### src/sv/mcr_pkg.sv
// Shared types, widths and constants for the midpoint circle rasterizer.
package mcr_pkg;

  // Widths that follow from the supported radius and coordinate range
  localparam int RADIUS_BITS = 10;
  localparam int COORD_BITS  = 16;
  localparam int OFF_W       = RADIUS_BITS + 1;
  localparam int ERR_W       = RADIUS_BITS + 3;
  localparam int CALC_W      = ERR_W + 2;
  localparam int EXT_W       = (OFF_W > COORD_BITS) ? OFF_W : COORD_BITS;

  // Fixed field widths of the ports
  localparam int PIX_W     = 16;
  localparam int RAD_IN_W  = 10;
  localparam int RAD_EXT_W = (RAD_IN_W > RADIUS_BITS) ? RAD_IN_W : RADIUS_BITS;

  // Group of eight symmetric pixels per step
  localparam int GROUP_SIZE = 8;
  localparam int IDX_W      = $clog2(GROUP_SIZE);
  localparam logic [IDX_W-1:0] IDX_LAST = IDX_W'(GROUP_SIZE - 1);

  // Queue between front and back
  localparam int QUEUE_DEPTH = 2;
  localparam int QPTR_W      = $clog2(QUEUE_DEPTH);
  localparam int QCNT_W      = $clog2(QUEUE_DEPTH + 1);

  // Request opcodes
  localparam logic OP_START = 1'b0;
  localparam logic OP_STEP  = 1'b1;

  typedef struct packed {
    logic                  op;
    logic signed [15:0]    center_x;
    logic signed [15:0]    center_y;
    logic [RAD_IN_W-1:0]   radius;
  } in_item_t;

  typedef struct packed {
    logic signed [PIX_W-1:0] pixel_x;
    logic signed [PIX_W-1:0] pixel_y;
    logic                    last;
    logic                    done_res;
  } out_item_t;

  // One octant group handed from front to back
  typedef struct packed {
    logic signed [COORD_BITS-1:0] cx;
    logic signed [COORD_BITS-1:0] cy;
    logic signed [OFF_W-1:0]      major;
    logic signed [OFF_W-1:0]      minor;
    logic                         done;
  } grp_t;

  typedef struct packed {
    logic full;
    logic empty;
  } q_stat_t;

endpackage

### src/sv/mcr_front.sv
// Front end: accepts requests, holds circle state and advances the midpoint rule.
module mcr_front (
  input  logic              clk,
  input  logic              rst_n,
  input  logic              in_valid,
  output logic              in_ready,
  input  mcr_pkg::in_item_t in_data,
  input  mcr_pkg::q_stat_t  q_stat,
  output logic              push,
  output mcr_pkg::grp_t     push_data
);

  logic                                  running_r, running_nxt;
  logic signed [mcr_pkg::COORD_BITS-1:0] cx_r, cx_nxt, cy_r, cy_nxt;
  logic signed [mcr_pkg::OFF_W-1:0]      maj_r, maj_nxt, min_r, min_nxt;
  logic signed [mcr_pkg::ERR_W-1:0]      err_r, err_nxt;

  logic                                  accept;
  logic [mcr_pkg::RAD_EXT_W-1:0]         rad_ext;
  logic signed [mcr_pkg::CALC_W-1:0]     maj_x, min_x, err_x, mn, e1, mj_new, e_new;
  logic                                  step_down, done;

  // Take any request while the queue has room
  assign in_ready = !q_stat.full;
  assign accept   = in_valid && in_ready;
  assign rad_ext  = mcr_pkg::RAD_EXT_W'(in_data.radius);

  // Advance offsets and error term
  always_comb begin
    maj_x     = mcr_pkg::CALC_W'(maj_r);
    min_x     = mcr_pkg::CALC_W'(min_r);
    err_x     = mcr_pkg::CALC_W'(err_r);
    mn        = min_x + mcr_pkg::CALC_W'(1);
    e1        = err_x + (mn <<< 1) + mcr_pkg::CALC_W'(1);
    step_down = ((e1 <<< 1) + mcr_pkg::CALC_W'(1)) > (maj_x <<< 1);
    mj_new    = step_down ? (maj_x - mcr_pkg::CALC_W'(1)) : maj_x;
    e_new     = step_down ? (e1 - ((mj_new <<< 1) + mcr_pkg::CALC_W'(1))) : e1;
    done      = mj_new < mn;
  end

  // Emit a group for each step while a circle is active
  assign push              = accept && (in_data.op == mcr_pkg::OP_STEP) && running_r;
  assign push_data.cx      = cx_r;
  assign push_data.cy      = cy_r;
  assign push_data.major   = maj_r;
  assign push_data.minor   = min_r;
  assign push_data.done    = done;

  // Load on start, advance on step, hold otherwise
  always_comb begin
    running_nxt = running_r;
    cx_nxt      = cx_r;
    cy_nxt      = cy_r;
    maj_nxt     = maj_r;
    min_nxt     = min_r;
    err_nxt     = err_r;
    if (accept && in_data.op == mcr_pkg::OP_START) begin
      running_nxt = 1'b1;
      cx_nxt      = mcr_pkg::COORD_BITS'(in_data.center_x);
      cy_nxt      = mcr_pkg::COORD_BITS'(in_data.center_y);
      maj_nxt     = mcr_pkg::OFF_W'({1'b0, rad_ext[mcr_pkg::RADIUS_BITS-1:0]});
      min_nxt     = '0;
      err_nxt     = '0;
    end else if (push) begin
      running_nxt = !done;
      maj_nxt     = mcr_pkg::OFF_W'(mj_new);
      min_nxt     = mcr_pkg::OFF_W'(mn);
      err_nxt     = mcr_pkg::ERR_W'(e_new);
    end
  end

  always_ff @(posedge clk) begin
    if (!rst_n) begin
      running_r <= 1'b0;
      cx_r      <= '0;
      cy_r      <= '0;
      maj_r     <= '0;
      min_r     <= '0;
      err_r     <= '0;
    end else begin
      running_r <= running_nxt;
      cx_r      <= cx_nxt;
      cy_r      <= cy_nxt;
      maj_r     <= maj_nxt;
      min_r     <= min_nxt;
      err_r     <= err_nxt;
    end
  end

endmodule

### src/sv/mcr_queue.sv
// Short group queue between the front and back ends.
module mcr_queue (
  input  logic              clk,
  input  logic              rst_n,
  input  logic              push,
  input  mcr_pkg::grp_t     push_data,
  input  logic              pop,
  output mcr_pkg::grp_t     pop_data,
  output mcr_pkg::q_stat_t  q_stat
);

  mcr_pkg::grp_t                 mem_r [mcr_pkg::QUEUE_DEPTH];
  logic [mcr_pkg::QPTR_W-1:0]    wr_ptr_r, wr_ptr_nxt, rd_ptr_r, rd_ptr_nxt;
  logic [mcr_pkg::QCNT_W-1:0]    cnt_r, cnt_nxt;

  assign q_stat.full  = (cnt_r == mcr_pkg::QCNT_W'(mcr_pkg::QUEUE_DEPTH));
  assign q_stat.empty = (cnt_r == '0);
  assign pop_data     = mem_r[rd_ptr_r];

  // Advance pointers and fill count
  always_comb begin
    wr_ptr_nxt = wr_ptr_r;
    rd_ptr_nxt = rd_ptr_r;
    cnt_nxt    = cnt_r;
    if (push) begin
      wr_ptr_nxt = (wr_ptr_r == mcr_pkg::QPTR_W'(mcr_pkg::QUEUE_DEPTH - 1)) ?
                   '0 : wr_ptr_r + mcr_pkg::QPTR_W'(1);
    end
    if (pop) begin
      rd_ptr_nxt = (rd_ptr_r == mcr_pkg::QPTR_W'(mcr_pkg::QUEUE_DEPTH - 1)) ?
                   '0 : rd_ptr_r + mcr_pkg::QPTR_W'(1);
    end
    if (push && !pop) begin
      cnt_nxt = cnt_r + mcr_pkg::QCNT_W'(1);
    end else if (pop && !push) begin
      cnt_nxt = cnt_r - mcr_pkg::QCNT_W'(1);
    end
  end

  // Store entries
  always_ff @(posedge clk) begin
    if (push) begin
      mem_r[wr_ptr_r] <= push_data;
    end
  end

  always_ff @(posedge clk) begin
    if (!rst_n) begin
      wr_ptr_r <= '0;
      rd_ptr_r <= '0;
      cnt_r    <= '0;
    end else begin
      wr_ptr_r <= wr_ptr_nxt;
      rd_ptr_r <= rd_ptr_nxt;
      cnt_r    <= cnt_nxt;
    end
  end

endmodule

### src/sv/mcr_back.sv
// Back end: expands each group into eight symmetric pixels, one per cycle while out_ready allows.
module mcr_back (
  input  logic               clk,
  input  logic               rst_n,
  input  mcr_pkg::q_stat_t   q_stat,
  input  mcr_pkg::grp_t      pop_data,
  output logic               pop,
  output logic               out_valid,
  input  logic               out_ready,
  output mcr_pkg::out_item_t out_data
);

  mcr_pkg::grp_t                       grp_r, grp_nxt;
  logic                                gvld_r, gvld_nxt;
  logic [mcr_pkg::IDX_W-1:0]           idx_r, idx_nxt;
  logic                                ovld_r, ovld_nxt;
  mcr_pkg::out_item_t                  out_r, out_nxt;

  logic                                adv, swap, neg_x, neg_y;
  logic signed [mcr_pkg::OFF_W-1:0]    off_a, off_b;
  logic signed [mcr_pkg::EXT_W-1:0]    ext_a, ext_b, dx, dy;
  logic signed [mcr_pkg::COORD_BITS-1:0] sum_x, sum_y;

  // Move a pixel into the output register when it is free or draining
  assign adv = gvld_r && (!ovld_r || out_ready);
  assign pop = !q_stat.empty && (!gvld_r || (adv && idx_r == mcr_pkg::IDX_LAST));

  // Pick the octant: swap axes and signs from the pixel index
  always_comb begin
    swap  = idx_r[0] ^ idx_r[1];
    neg_x = idx_r[2] ^ idx_r[1];
    neg_y = idx_r[2];
    off_a = swap ? grp_r.minor : grp_r.major;
    off_b = swap ? grp_r.major : grp_r.minor;
    ext_a = mcr_pkg::EXT_W'(off_a);
    ext_b = mcr_pkg::EXT_W'(off_b);
    dx    = neg_x ? -ext_a : ext_a;
    dy    = neg_y ? -ext_b : ext_b;
    sum_x = grp_r.cx + dx[mcr_pkg::COORD_BITS-1:0];
    sum_y = grp_r.cy + dy[mcr_pkg::COORD_BITS-1:0];
  end

  // Sequence pixels, load groups, hold output until taken
  always_comb begin
    grp_nxt  = grp_r;
    gvld_nxt = gvld_r;
    idx_nxt  = idx_r;
    ovld_nxt = ovld_r;
    out_nxt  = out_r;
    if (adv) begin
      ovld_nxt         = 1'b1;
      out_nxt.pixel_x  = mcr_pkg::PIX_W'(sum_x);
      out_nxt.pixel_y  = mcr_pkg::PIX_W'(sum_y);
      out_nxt.last     = (idx_r == mcr_pkg::IDX_LAST);
      out_nxt.done_res = grp_r.done;
      idx_nxt          = idx_r + mcr_pkg::IDX_W'(1);
      if (idx_r == mcr_pkg::IDX_LAST) begin
        gvld_nxt = 1'b0;
      end
    end else if (out_ready) begin
      ovld_nxt = 1'b0;
    end
    if (pop) begin
      grp_nxt  = pop_data;
      gvld_nxt = 1'b1;
      idx_nxt  = '0;
    end
  end

  always_ff @(posedge clk) begin
    if (!rst_n) begin
      gvld_r <= 1'b0;
      idx_r  <= '0;
      ovld_r <= 1'b0;
    end else begin
      gvld_r <= gvld_nxt;
      idx_r  <= idx_nxt;
      ovld_r <= ovld_nxt;
    end
  end

  always_ff @(posedge clk) begin
    grp_r <= grp_nxt;
    out_r <= out_nxt;
  end

  assign out_valid = ovld_r;
  assign out_data  = out_r;

endmodule

### src/sv/midpoint_circle_rasterizer.sv
// Top level of the midpoint circle rasterizer: front, group queue and pixel back end.
//
//   Channel | Handshake            | Payload             | Per request
//   --------+----------------------+---------------------+---------------------------
//   in      | in_valid / in_ready  | in_data (in_item_t) | start or step request
//   out     | out_valid/ out_ready | out_data(out_item_t)| eight pixels per live step
//
// A step request yields eight pixels at one pixel per cycle while out_ready is high,
// so the back end's pixel sequencer limits how fast live steps are taken. The first
// pixel of a step passes the queue entry, the group register and the output register.
// Reset (rst_n low, synchronous) clears the circle, queue and output register.
// The two-entry queue lets the front keep taking requests while the output stalls, until it is full.
module midpoint_circle_rasterizer (
  input  logic               clk,
  input  logic               rst_n,
  input  logic               in_valid,
  output logic               in_ready,
  input  mcr_pkg::in_item_t  in_data,
  output logic               out_valid,
  input  logic               out_ready,
  output mcr_pkg::out_item_t out_data
);

  mcr_pkg::q_stat_t q_stat;
  logic             push, pop;
  mcr_pkg::grp_t    push_data, pop_data;

  mcr_front u_front (
    .clk       (clk),
    .rst_n     (rst_n),
    .in_valid  (in_valid),
    .in_ready  (in_ready),
    .in_data   (in_data),
    .q_stat    (q_stat),
    .push      (push),
    .push_data (push_data)
  );

  mcr_queue u_queue (
    .clk       (clk),
    .rst_n     (rst_n),
    .push      (push),
    .push_data (push_data),
    .pop       (pop),
    .pop_data  (pop_data),
    .q_stat    (q_stat)
  );

  mcr_back u_back (
    .clk       (clk),
    .rst_n     (rst_n),
    .q_stat    (q_stat),
    .pop_data  (pop_data),
    .pop       (pop),
    .out_valid (out_valid),
    .out_ready (out_ready),
    .out_data  (out_data)
  );

`ifndef SYNTHESIS
  // Never push a group into a full queue
  a_no_overflow: assert property (@(posedge clk) disable iff (!rst_n)
    push |-> !q_stat.full)
    else $error("group pushed into full queue");

  // Never pop an empty queue
  a_no_underflow: assert property (@(posedge clk) disable iff (!rst_n)
    pop |-> !q_stat.empty)
    else $error("group popped from empty queue");

  // A finished-circle pixel that is not last is followed by more of its group
  a_done_group: assert property (@(posedge clk) disable iff (!rst_n)
    (out_valid && out_ready && out_data.done_res && !out_data.last)
      |=> (!out_valid || out_data.done_res))
    else $error("done flag changed inside a group");
`endif

endmodule
### config.mk
export PLATFORM = sky130hd
export DESIGN_NAME = midpoint_circle_rasterizer
export DESIGN_NICKNAME = d
export VERILOG_FILES = /design/src/sv/mcr_pkg.sv /design/src/sv/mcr_front.sv /design/src/sv/mcr_queue.sv /design/src/sv/mcr_back.sv /design/src/sv/midpoint_circle_rasterizer.sv
export SDC_FILE = /design/constraint.sdc
export NUM_CORES = 1
export LEC_CHECK = 0
export ABC_AREA = 1
export BUFFER_PORTS_ARGS = -buffer_cell sky130_fd_sc_hd__buf_2
export CORE_MARGIN = 2
export CORE_UTILIZATION = 40
export DETAILED_ROUTE_END_ITERATION = 8
export SYNTH_ARGS = -nofsm -noshare
export SYNTH_HDL_FRONTEND = slang
export SYNTH_SLANG_ARGS = --single-unit
### constraint.sdc
create_clock -name clk -period 9.75 [get_ports clk]
set_input_delay 0 -clock clk [delete_from_list [all_inputs] [get_ports clk]]
set_output_delay 0 -clock clk [all_outputs]
set_load 0.03 [all_outputs]
==> results.sh, run 1 <==
export IMPL_status="completed"
export IMPL_end_kind="flop"
export IMPL_vias_per_cell=4.92
export IMPL_core_sq_um=34600
export IMPL_syn2layout_area_growth_pct=16.6
export IMPL_grtUsageMet2=0.313
export IMPL_yosysUniqueCellTypes=45
export IMPL_avgSynthCellArea_sq_um=9.14
export IMPL_setup_viol=0
export IMPL_drv_cap=0
export IMPL_rsz0062_at_grt="false"
export IMPL_grtUsageTotal=0.180
export IMPL_initial_utilization=0.407
export IMPL_fmax_mhz=163
export IMPL_grt_ovfl_total=0
export IMPL_cp_top_family="simple AND/OR/NAND/NOR gates"
export IMPL_worst_pin_slew_ns=0.980
export IMPL_synth_most_common_cell="nand2_1"
export IMPL_critPathRequiredTime_ns=10.24
export IMPL_p_int_uw=3270
export IMPL_p_switching_uw=2540
export IMPL_insertion_delay_ns=0.57
export IMPL_top_usage_layer="met2"
export IMPL_dp_final_hpwl_mm=22.5
export IMPL_period_needed_ns=6.14
export IMPL_place_congestion=0.899
export IMPL_drc=0
export IMPL_grt_pass1_vias=10138
export IMPL_die_area_sq_um=36700
export IMPL_clock_sinks=276
export IMPL_cp_arrival_ns=6.63
export IMPL_synth_warnings=0
export IMPL_setup_tns_ns=0
export IMPL_critPathMaxFanout=15
export IMPL_netlist_instances=1540
export IMPL_antenna_found_initial=0
export IMPL_postCtsHoldBufs=44
export IMPL_synth_ff_type="edfxtp_1"
export IMPL_hold_path_class="in -> reg"
export IMPL_synth_common_cells="nand2_1, edfxtp_1, inv_1, nor2_1, o21ai_0"
export IMPL_wl_per_cell_um=15.3
export IMPL_placed_cell_area_sq_um=15000
export IMPL_hold_viol=0
export IMPL_maxSlewHeadroom=0.344
export IMPL_synth_top_area_frac=0.424
export IMPL_fin_util=0.474
export IMPL_sw_frac_of_total=0.437
export IMPL_hold_slack_ns=0.0244
export IMPL_netlist_area_sq_um=14100
export IMPL_cts_root_buf="clkbuf_16"
export IMPL_p_leak_uw=0.00720
export IMPL_cts_buffers=30
export IMPL_drive_gt1_frac=0.110
export IMPL_fin_skew_ns=0.0206
export IMPL_num_vias=10573
export IMPL_antennaDiodeCount=0
export IMPL_die_w_um=192
export IMPL_grt_pass1_wl_mm=52.3
export IMPL_ir_drop_mv=0.197
export IMPL_grt_util_met3=0.0243
export IMPL_ys_seq_area_frac=0.534
export IMPL_use_met1=0.235
export IMPL_drt_iter0_drc=655
export IMPL_die_h_um=192
export IMPL_synthArstFlopShare=0
export IMPL_synth_seq_cells=276
export IMPL_cts_htree_levels=1
export IMPL_grt_max_degree=60
export IMPL_final_area_sq_um=16400
export IMPL_p_seq_frac=0.310
export IMPL_crit_top_cell="nand2_1"
export IMPL_drv_slew=0
export IMPL_cts_buffer_depth=3
export IMPL_postCtsSetupBuffers=0
export IMPL_ios=83
export IMPL_critPathLaunchType="flop"
export IMPL_period_share=0.630
export IMPL_max_stage_delay_ns=0.47
export IMPL_cts_resized=0
export IMPL_fin_cells=2148
export IMPL_criticalPathCategory="reg -> reg"
export IMPL_dpl_cell_count=2048
export IMPL_totalWireLength_mm=32.8
export IMPL_pwr_share_clk=0.190
export IMPL_clk_pin_slew_ns=0.07
export IMPL_numPortBuffers=82
export IMPL_synthesis_nets=1670
export IMPL_power_frac_comb=0.499
export IMPL_slowest_stage="dfxtp_1"
export IMPL_power_density_nw_per_um2=354
export IMPL_ant_nets=0
export IMPL_path_buf_inv=3
export IMPL_fin_nets=1799
export IMPL_ys_top_cells_by_area="edfxtp_1, nand2_1, dfxtp_1"
export IMPL_rows=68
export IMPL_synth_edf_count=199
export IMPL_synth_top_area_cell="edfxtp_1"
export IMPL_first_pass_iters=7
export IMPL_cts_tree="built"
[worst paths after layout]
kind	start	end	slack, ns	cells past startpoint
setup / recovery	u_front.min_r[0]	u_front.err_r[12]	3.61	35
setup reg to reg	u_front.min_r[0]	u_front.err_r[12]	3.61	35
hold / removal	in_valid	u_front.running_r	0.02	6
hold reg to reg	u_front.cy_r[15]	u_queue.mem_r[0][38]	0.45	0
[state kept, by name (all words and copies together), names as in the netlist]
signal,cells
u_back.gvld_r,1
u_back.out_data,34
u_front.running_r,1
u_queue.rd_ptr_r,1
u_queue.mem_r,110
u_back.grp_r,55
u_front.cy_r,16
u_front.cx_r,16
u_front.err_r,13
u_queue.cnt_r,2
u_front.min_r,11
u_back.idx_r,3
u_back.out_valid,1
u_front.maj_r,11
u_queue.wr_ptr_r,1
[area by class of cell]
type | count | area, sq um
multi-input cells | 1067 | 5840
inverters | 157 | 589
well taps | 455 | 569
clock inverters | 15 | 104
repair buffers | 137 | 933
flip-flops and latches | 276 | 7520
fillers | 3287 | 18200
clock buffers | 41 | 865
[cells by family (layout without fill, tap and decap cells)]
family	after synthesis	count (layout)	synth area share
and+or+nand+nor	671	671	0.196
DFF	276	276	0.534
AOI/OAI and AO/OA	236	236	0.0918
buffers and inverters	197	350	0.0539
adders and majority gates	83	83	0.0754
xor gates and xnor gates	76	76	0.0478
muxes	1	1	0.000977
[worst reg2reg max path: cells and delay by family, from the launching register on]
family	cells	cell delay [ns]
AOI/OAI and AO/OA	7	1.26
xor gates and xnor gates	2	0.52
adders and majority gates	3	1.08
buffers and inverters	3	0.23
DFF	1	0.47
and+or+nand+nor	20	2.49
[layout by cell type (no fill, tap or decap), types with 9 or more instances in the layout]
cell / synthesis / layout
nor2_1: 132 / 129
nand2_1: 421 / 421
ha_1: 80 / 80
nor3_1: 13 / 13
buf_4: 0 / 11
nand4_1: 9 / 9
xnor2_1: 16 / 16
buf_2: 3 / 82
a31oi_1: 16 / 16
xor2_1: 59 / 59
nand3_1: 58 / 58
nand2_2: 16 / 16
inv_1: 151 / 151
a21oi_1: 88 / 87
dfxtp_1: 77 / 76
dlygate4sd3_1: 0 / 44
edfxtp_1: 199 / 199
o21ai_0: 97 / 97
clkbuf_16: 0 / 32
[through the flow]
stage	setup WS [ns]	total power, uW
final	3.61	5810
after global routing	3.04	6270
after CTS	3.76	5830
after detailed placement	3.77	4700
after global placement	4.07	4650
after floorplan	4.66	4010
[per-layer routing]
layer,routed length [um],up-vias,share of wire
met5,0,-,0
met4,595,0,0.018
met3,1630,38,0.050
met2,15600,213,0.47
met1,15000,4919,0.46
li1,-,5403,-
[power by group through the flow]
stage               clock network, uW  logic, uW  registers [uW]
finish                           1110       2900            1800
global route                     1170       3260            1830
CTS                              1130       2900            1800
detailed placement                  0       2870            1830
global placement                    0       2830            1820
floorplan                           0       2060            1950
(Power assumes the default switching activity.)
==> run 2, diff against run 1 <==
Clock period 9.75 ns to 5.85 ns, I/O delays scaled along.
==> run 2 against run 1 <==
Core utilization grew 1.2 points; largest cell class unchanged; first-iteration DRC count shrank 15%; clock skew shrank 0.012 ns; wire length grew 1.0%; global-route usage grew 0.16 points; register-to-register slack lost 3.2 ns; critical endpoint is now u_front.running_r; highest routed layer unchanged.
==> results.sh, run 2 (synthesis gave the netlist of run 1 again) <==
export IMPL_most_common_layout_cells="nand2_1, edfxtp_1, inv_1"
export IMPL_die_area_sq_um=36700
export IMPL_num_vias=10644
export IMPL_insertion_delay_ns=0.56
export IMPL_cts_root_buf="clkbuf_16"
export IMPL_period_share=0.922
export IMPL_maxSlewHeadroom=0.352
export IMPL_drt_iter0_drc=559
export IMPL_initial_utilization=0.407
export IMPL_cts_buffers=30
export IMPL_critPathRequiredTime_ns=6.25
export IMPL_hold_path_class="in -> reg"
export IMPL_top_register="u_queue.mem_r"
export IMPL_syn2layout_area_growth_pct=19.5
export IMPL_fmax_mhz=185
export IMPL_totalWireLength_mm=33.1
export IMPL_cts_buffer_depth=3
export IMPL_fin_skew_ns=0.00889
export IMPL_largest_register_ffs=110
export IMPL_cts_htree_levels=1
export IMPL_num_fill_cells=3246
export IMPL_die_w_um=192
export IMPL_drv_slew=0
export IMPL_critPathLaunchType="flop"
export IMPL_p_int_uw=5900
export IMPL_numPortBuffers=82
export IMPL_p_seq_frac=0.296
export IMPL_status="completed"
export IMPL_place_congestion=0.903
export IMPL_dp_final_hpwl_mm=23.1
export IMPL_pwr_share_clk=0.206
export IMPL_path_buf_inv=6
export IMPL_cp_top_family="simple AND/OR/NAND/NOR gates"
export IMPL_ios=83
export IMPL_end_kind="flop"
export IMPL_grt_pass1_vias=10311
export IMPL_setup_tns_ns=0
export IMPL_slowest_stage="dfxtp_1"
export IMPL_grtUsageTotal=0.182
export IMPL_first_pass_iters=5
export IMPL_die_h_um=192
export IMPL_clock_sinks=276
export IMPL_wl_per_cell_um=15.3
export IMPL_p_leak_uw=0.00738
export IMPL_worst_pin_slew_ns=0.969
export IMPL_max_stage_delay_ns=0.38
export IMPL_criticalPathCategory="reg -> reg"
export IMPL_ir_drop_mv=0.336
export IMPL_clk_pin_slew_ns=0.06
export IMPL_grt_max_degree=60
export IMPL_layout_commonest_cell="nand2_1"
export IMPL_ant_nets=0
export IMPL_drv_cap=0
export IMPL_critPathMaxFanout=11
export IMPL_setup_viol=0
export IMPL_antennaDiodeCount=0
export IMPL_p_switching_uw=4270
export IMPL_crit_top_cell="nand2_1"
export IMPL_power_total_uw=10200
export IMPL_power_density_nw_per_um2=604
export IMPL_period_needed_ns=5.39
export IMPL_antenna_found_initial=0
export IMPL_grt_ovfl_total=0
export IMPL_cp_arrival_ns=5.80
export IMPL_rows=68
export IMPL_core_sq_um=34600
export IMPL_hold_viol=0
export IMPL_drc=0
export IMPL_power_frac_comb=0.498
export IMPL_vias_per_cell=4.91
export IMPL_cts_tree="built"
export IMPL_drive_gt1_frac=0.135
export IMPL_sw_frac_of_total=0.420
export IMPL_grt_pass1_wl_mm=52.3
export IMPL_fin_nets=1817
## run 2: changes by cell type in the layout (fill, tap and decap cells not counted), moves of 3 or more
cell	change
buf_4	+17
bufinv_16	+7
xor2_1	-5
clkbuf_1	-4
nor2_1	-4
nor2_2	+4
xor2_2	+4
nand3_1	-3
nand3_2	+3
## run 2: path summary, 6_finish.rpt
check,startpoint,slack [ns],depth (start not counted),end
min,rst_n,0.02,4,u_front.cx_r[10]
min reg2reg,u_front.cy_r[6],0.45,0,u_queue.mem_r[0][29]
max,u_front.min_r[1],0.46,41,u_front.running_r
max reg2reg,u_front.min_r[1],0.46,41,u_front.running_r
## run 2: area by class of cell
cell class / count / area, sq um / share of cell area
inverter: 157 / 589 / 0.0350
clock inverter: 21 / 307 / 0.0182
timing repair buffer: 155 / 1090 / 0.0648
clock buffer: 35 / 811 / 0.0482
sequential: 276 / 7520 / 0.447
tap: 455 / 569 / 0.0338
multi-input combinational: 1067 / 5940 / 0.353
## run 2: layer usage
metal	up-vias	GRT usage	routed length, um
met5	-	0	0
met2	223	0.312	15600
met1	4938	0.240	15300
li1	5424	-	-
met4	0	0.0609	909
met3	59	0.0177	1310
## run 2: timing repair
| action | CTS | global route |
|---|---|---|
| setup endpoints to repair | 0 | 14 |
| setup buffers | 0 | 12 |
| hold endpoints to repair | 47 | 0 |
| resized for setup | 0 | 24 |
| hold buffers | 43 | 0 |
## run 2: worst min-delay path, cell delays in order
cell	delay [ns]
buf_2	0.09
buf_4	0.26
o21ai_0	0.13
nor2_1	0.04
## run 2: metrics by stage
| stage | hold WS, ns | worst slack (ns) | cells | util | area [sq um] |
|---|---|---|---|---|---|
| after floorplan | 0.135 | 0.757 | 1540 | - | 14100 |
| after global placement | 0.222 | 0.209 | 2055 | 0.435 | 15100 |
| after detailed placement | 0.228 | 0.0529 | 2055 | 0.435 | 15100 |
| after CTS | 0.00960 | 0.0253 | 2154 | 0.480 | 16600 |
| after global routing | 0.0259 | -0.0263 | 2166 | 0.486 | 16800 |
| final | 0.0163 | 0.458 | 2166 | 0.486 | 16800 |
## run 2: power groups by stage
stage	combinational (uW)	clock (uW)	sequential (uW)
6_report	5070	2090	3010
5_1_grt	5700	2210	3050
4_1_cts	4870	2130	3010
3_3_place_gp	4780	0	3030
2_1_floorplan	3430	0	3250
3_5_place_dp	4830	0	3050
==> run 3, diff against run 2 <==
Settings changed: GPL_ROUTABILITY_DRIVEN set to 1, RECOVER_POWER set to 50.
==> run 3 against run 2 <==
Critical endpoint unchanged; worst setup slack gained 0.0053 ns; via count down 0.21%; die area unchanged; sequential power about the same; hold slack improved by 0.0024 ns; register-to-register slack is essentially flat; count of clock-buffer cells in the layout is the same; combinational power hardly changed; critical path depth is the same; maximum frequency about the same; total power shrank 0.15%; the run now ends with capacitance limit, slew limit left.
==> results.sh, run 3 (synthesis gave the netlist of run 1 again) <==
export IMPL_status="finished, violations left"
export IMPL_violations="capacitance limit, slew limit"
export IMPL_top_register="u_queue.mem_r"
export IMPL_fin_cells=2166
export IMPL_hold_viol=0
export IMPL_dp_final_hpwl_mm=23.1
export IMPL_fmax_mhz=186
export IMPL_fin_util=0.484
export IMPL_wl_per_cell_um=15.3
export IMPL_fin_skew_ns=0.00898
export IMPL_r2r_start="u_front.min_r[1]"
export IMPL_p_leak_uw=0.00727
export IMPL_ios=83
export IMPL_insertion_delay_ns=0.56
export IMPL_setup_viol=0
export IMPL_die_h_um=192
export IMPL_cts_htree_levels=1
export IMPL_antennaDiodeCount=0
export IMPL_cts_buffer_depth=3
export IMPL_drv_slew=135
export IMPL_worst_pin_slew_ns=2.76
export IMPL_regToRegSetupSlack_ns=0.46
export IMPL_critPathMaxFanout=11
export IMPL_place_ws_ns=0.0529
export IMPL_worstHoldStart="rst_n"
export IMPL_dpl_cell_count=2055
export IMPL_syn2layout_area_growth_pct=19.1
export IMPL_period_needed_ns=5.39
export IMPL_largest_register_ffs=110
export IMPL_maxSlewHeadroom=-0.842
export IMPL_clk_pin_slew_ns=0.06
export IMPL_first_pass_iters=5
export IMPL_ir_drop_mv=0.326
export IMPL_place_congestion=0.903
export IMPL_criticalPathCategory="reg -> reg"
export IMPL_cts_root_buf="clkbuf_16"
export IMPL_max_stage_delay_ns=0.38
export IMPL_totalWireLength_mm=33.2
export IMPL_die_area_sq_um=36700
export IMPL_cp_top_family="simple AND/OR/NAND/NOR gates"
export IMPL_drc=0
export IMPL_cts_buffers=30
export IMPL_clock_sinks=276
export IMPL_fin_nets=1817
export IMPL_end_kind="flop"
export IMPL_grt_pass1_vias=10311
export IMPL_die_w_um=192
export IMPL_drt_iter0_drc=558
export IMPL_critPathRequiredTime_ns=6.25
export IMPL_antenna_found_initial=0
export IMPL_cts_tree="built"
export IMPL_drv_cap=3
export IMPL_layout_commonest_cell="nand2_1"
export IMPL_vias_per_cell=4.90
export IMPL_drive_gt1_frac=0.111
export IMPL_numPortBuffers=82
export IMPL_power_density_nw_per_um2=605
export IMPL_grtUsageTotal=0.182
export IMPL_grt_ovfl_total=0
export IMPL_path_buf_inv=6
export IMPL_num_vias=10622
export IMPL_core_sq_um=34600
export IMPL_initial_utilization=0.407
export IMPL_slowest_stage="dfxtp_1"
export IMPL_grt_max_degree=60
export IMPL_critPathLaunchType="flop"
export IMPL_hold_path_class="in -> reg"
export IMPL_period_share=0.921
export IMPL_setup_slack_ns=0.464
export IMPL_rows=68
export IMPL_grt_pass1_wl_mm=52.3
export IMPL_ant_nets=0
export IMPL_startpoint="u_front.min_r[1]"
export IMPL_cp_arrival_ns=5.79
export IMPL_hold_slack_ns=0.0188
export IMPL_crit_top_cell="nand2_1"
export IMPL_most_common_layout_cells="nand2_1, edfxtp_1, inv_1"
==> run 3: cell count changes in the layout (fill, tap and decap cells not counted), sizes merged <==
| cell | delta |
|---|---|
| buf | -39 |
| clkbuf | +39 |
| clkinv | +1 |
| inv | -1 |
==> run 3: layout make-up <==
| type | instances | area (sq um) |
|---|---|---|
| clock buffers | 35 | 811 |
| well taps | 455 | 569 |
| flip-flops and latches | 276 | 7520 |
| multi-input cells | 1067 | 5940 |
| clock inverters | 21 | 307 |
| fillers | 3258 | 17900 |
| repair buffers | 155 | 1030 |
| inverters | 157 | 589 |
==> run 3: routing by layer <==
layer / global-route usage / up-vias / routed length [um]
li1: - / 5425 / -
met5: 0 / - / 0
met2: 0.312 / 220 / 15600
met1: 0.240 / 4920 / 15300
met3: 0.0177 / 57 / 1360
met4: 0.0609 / 0 / 894
==> run 3: worst paths after layout <==
path | endpoint | cells after the start
worst min register to register | u_queue.mem_r[0][29] | 0
worst min-delay path | u_front.cx_r[10] | 4
worst max register to register | u_front.running_r | 41
worst max-delay path | u_front.running_r | 41
==> run 3: worst min-delay path: cells and delay by family <==
family,cells,cell delay (ns)
AOI/OAI and AO/OA,1,0.13
buffers and inverters,2,0.35
and+or+nand+nor,1,0.04
==> run 3: repair_timing <==
| action | 4_1_cts | 5_1_grt |
|---|---|---|
| hold endpoints to repair | 47 | 0 |
| buffers inserted | 0 | 12 |
| endpoints found under the setup margin | 0 | 14 |
| gates resized for setup | 0 | 24 |
| hold buffers | 43 | 0 |
==> run 3: power by group <==
group          switching, uW  internal (uW)
registers                200           2810
logic                   3290           1760
clock network            786           1310
==> run 3: stage by stage <==
step	cell area, sq um	power, uW	setup TNS [ns]
2_1_floorplan	14100	6680	0
3_3_place_gp	15100	7820	0
3_5_place_dp	15100	7880	0
4_1_cts	16600	10000	0
5_1_grt	16800	10900	-0.0491
6_report	16800	10200	0
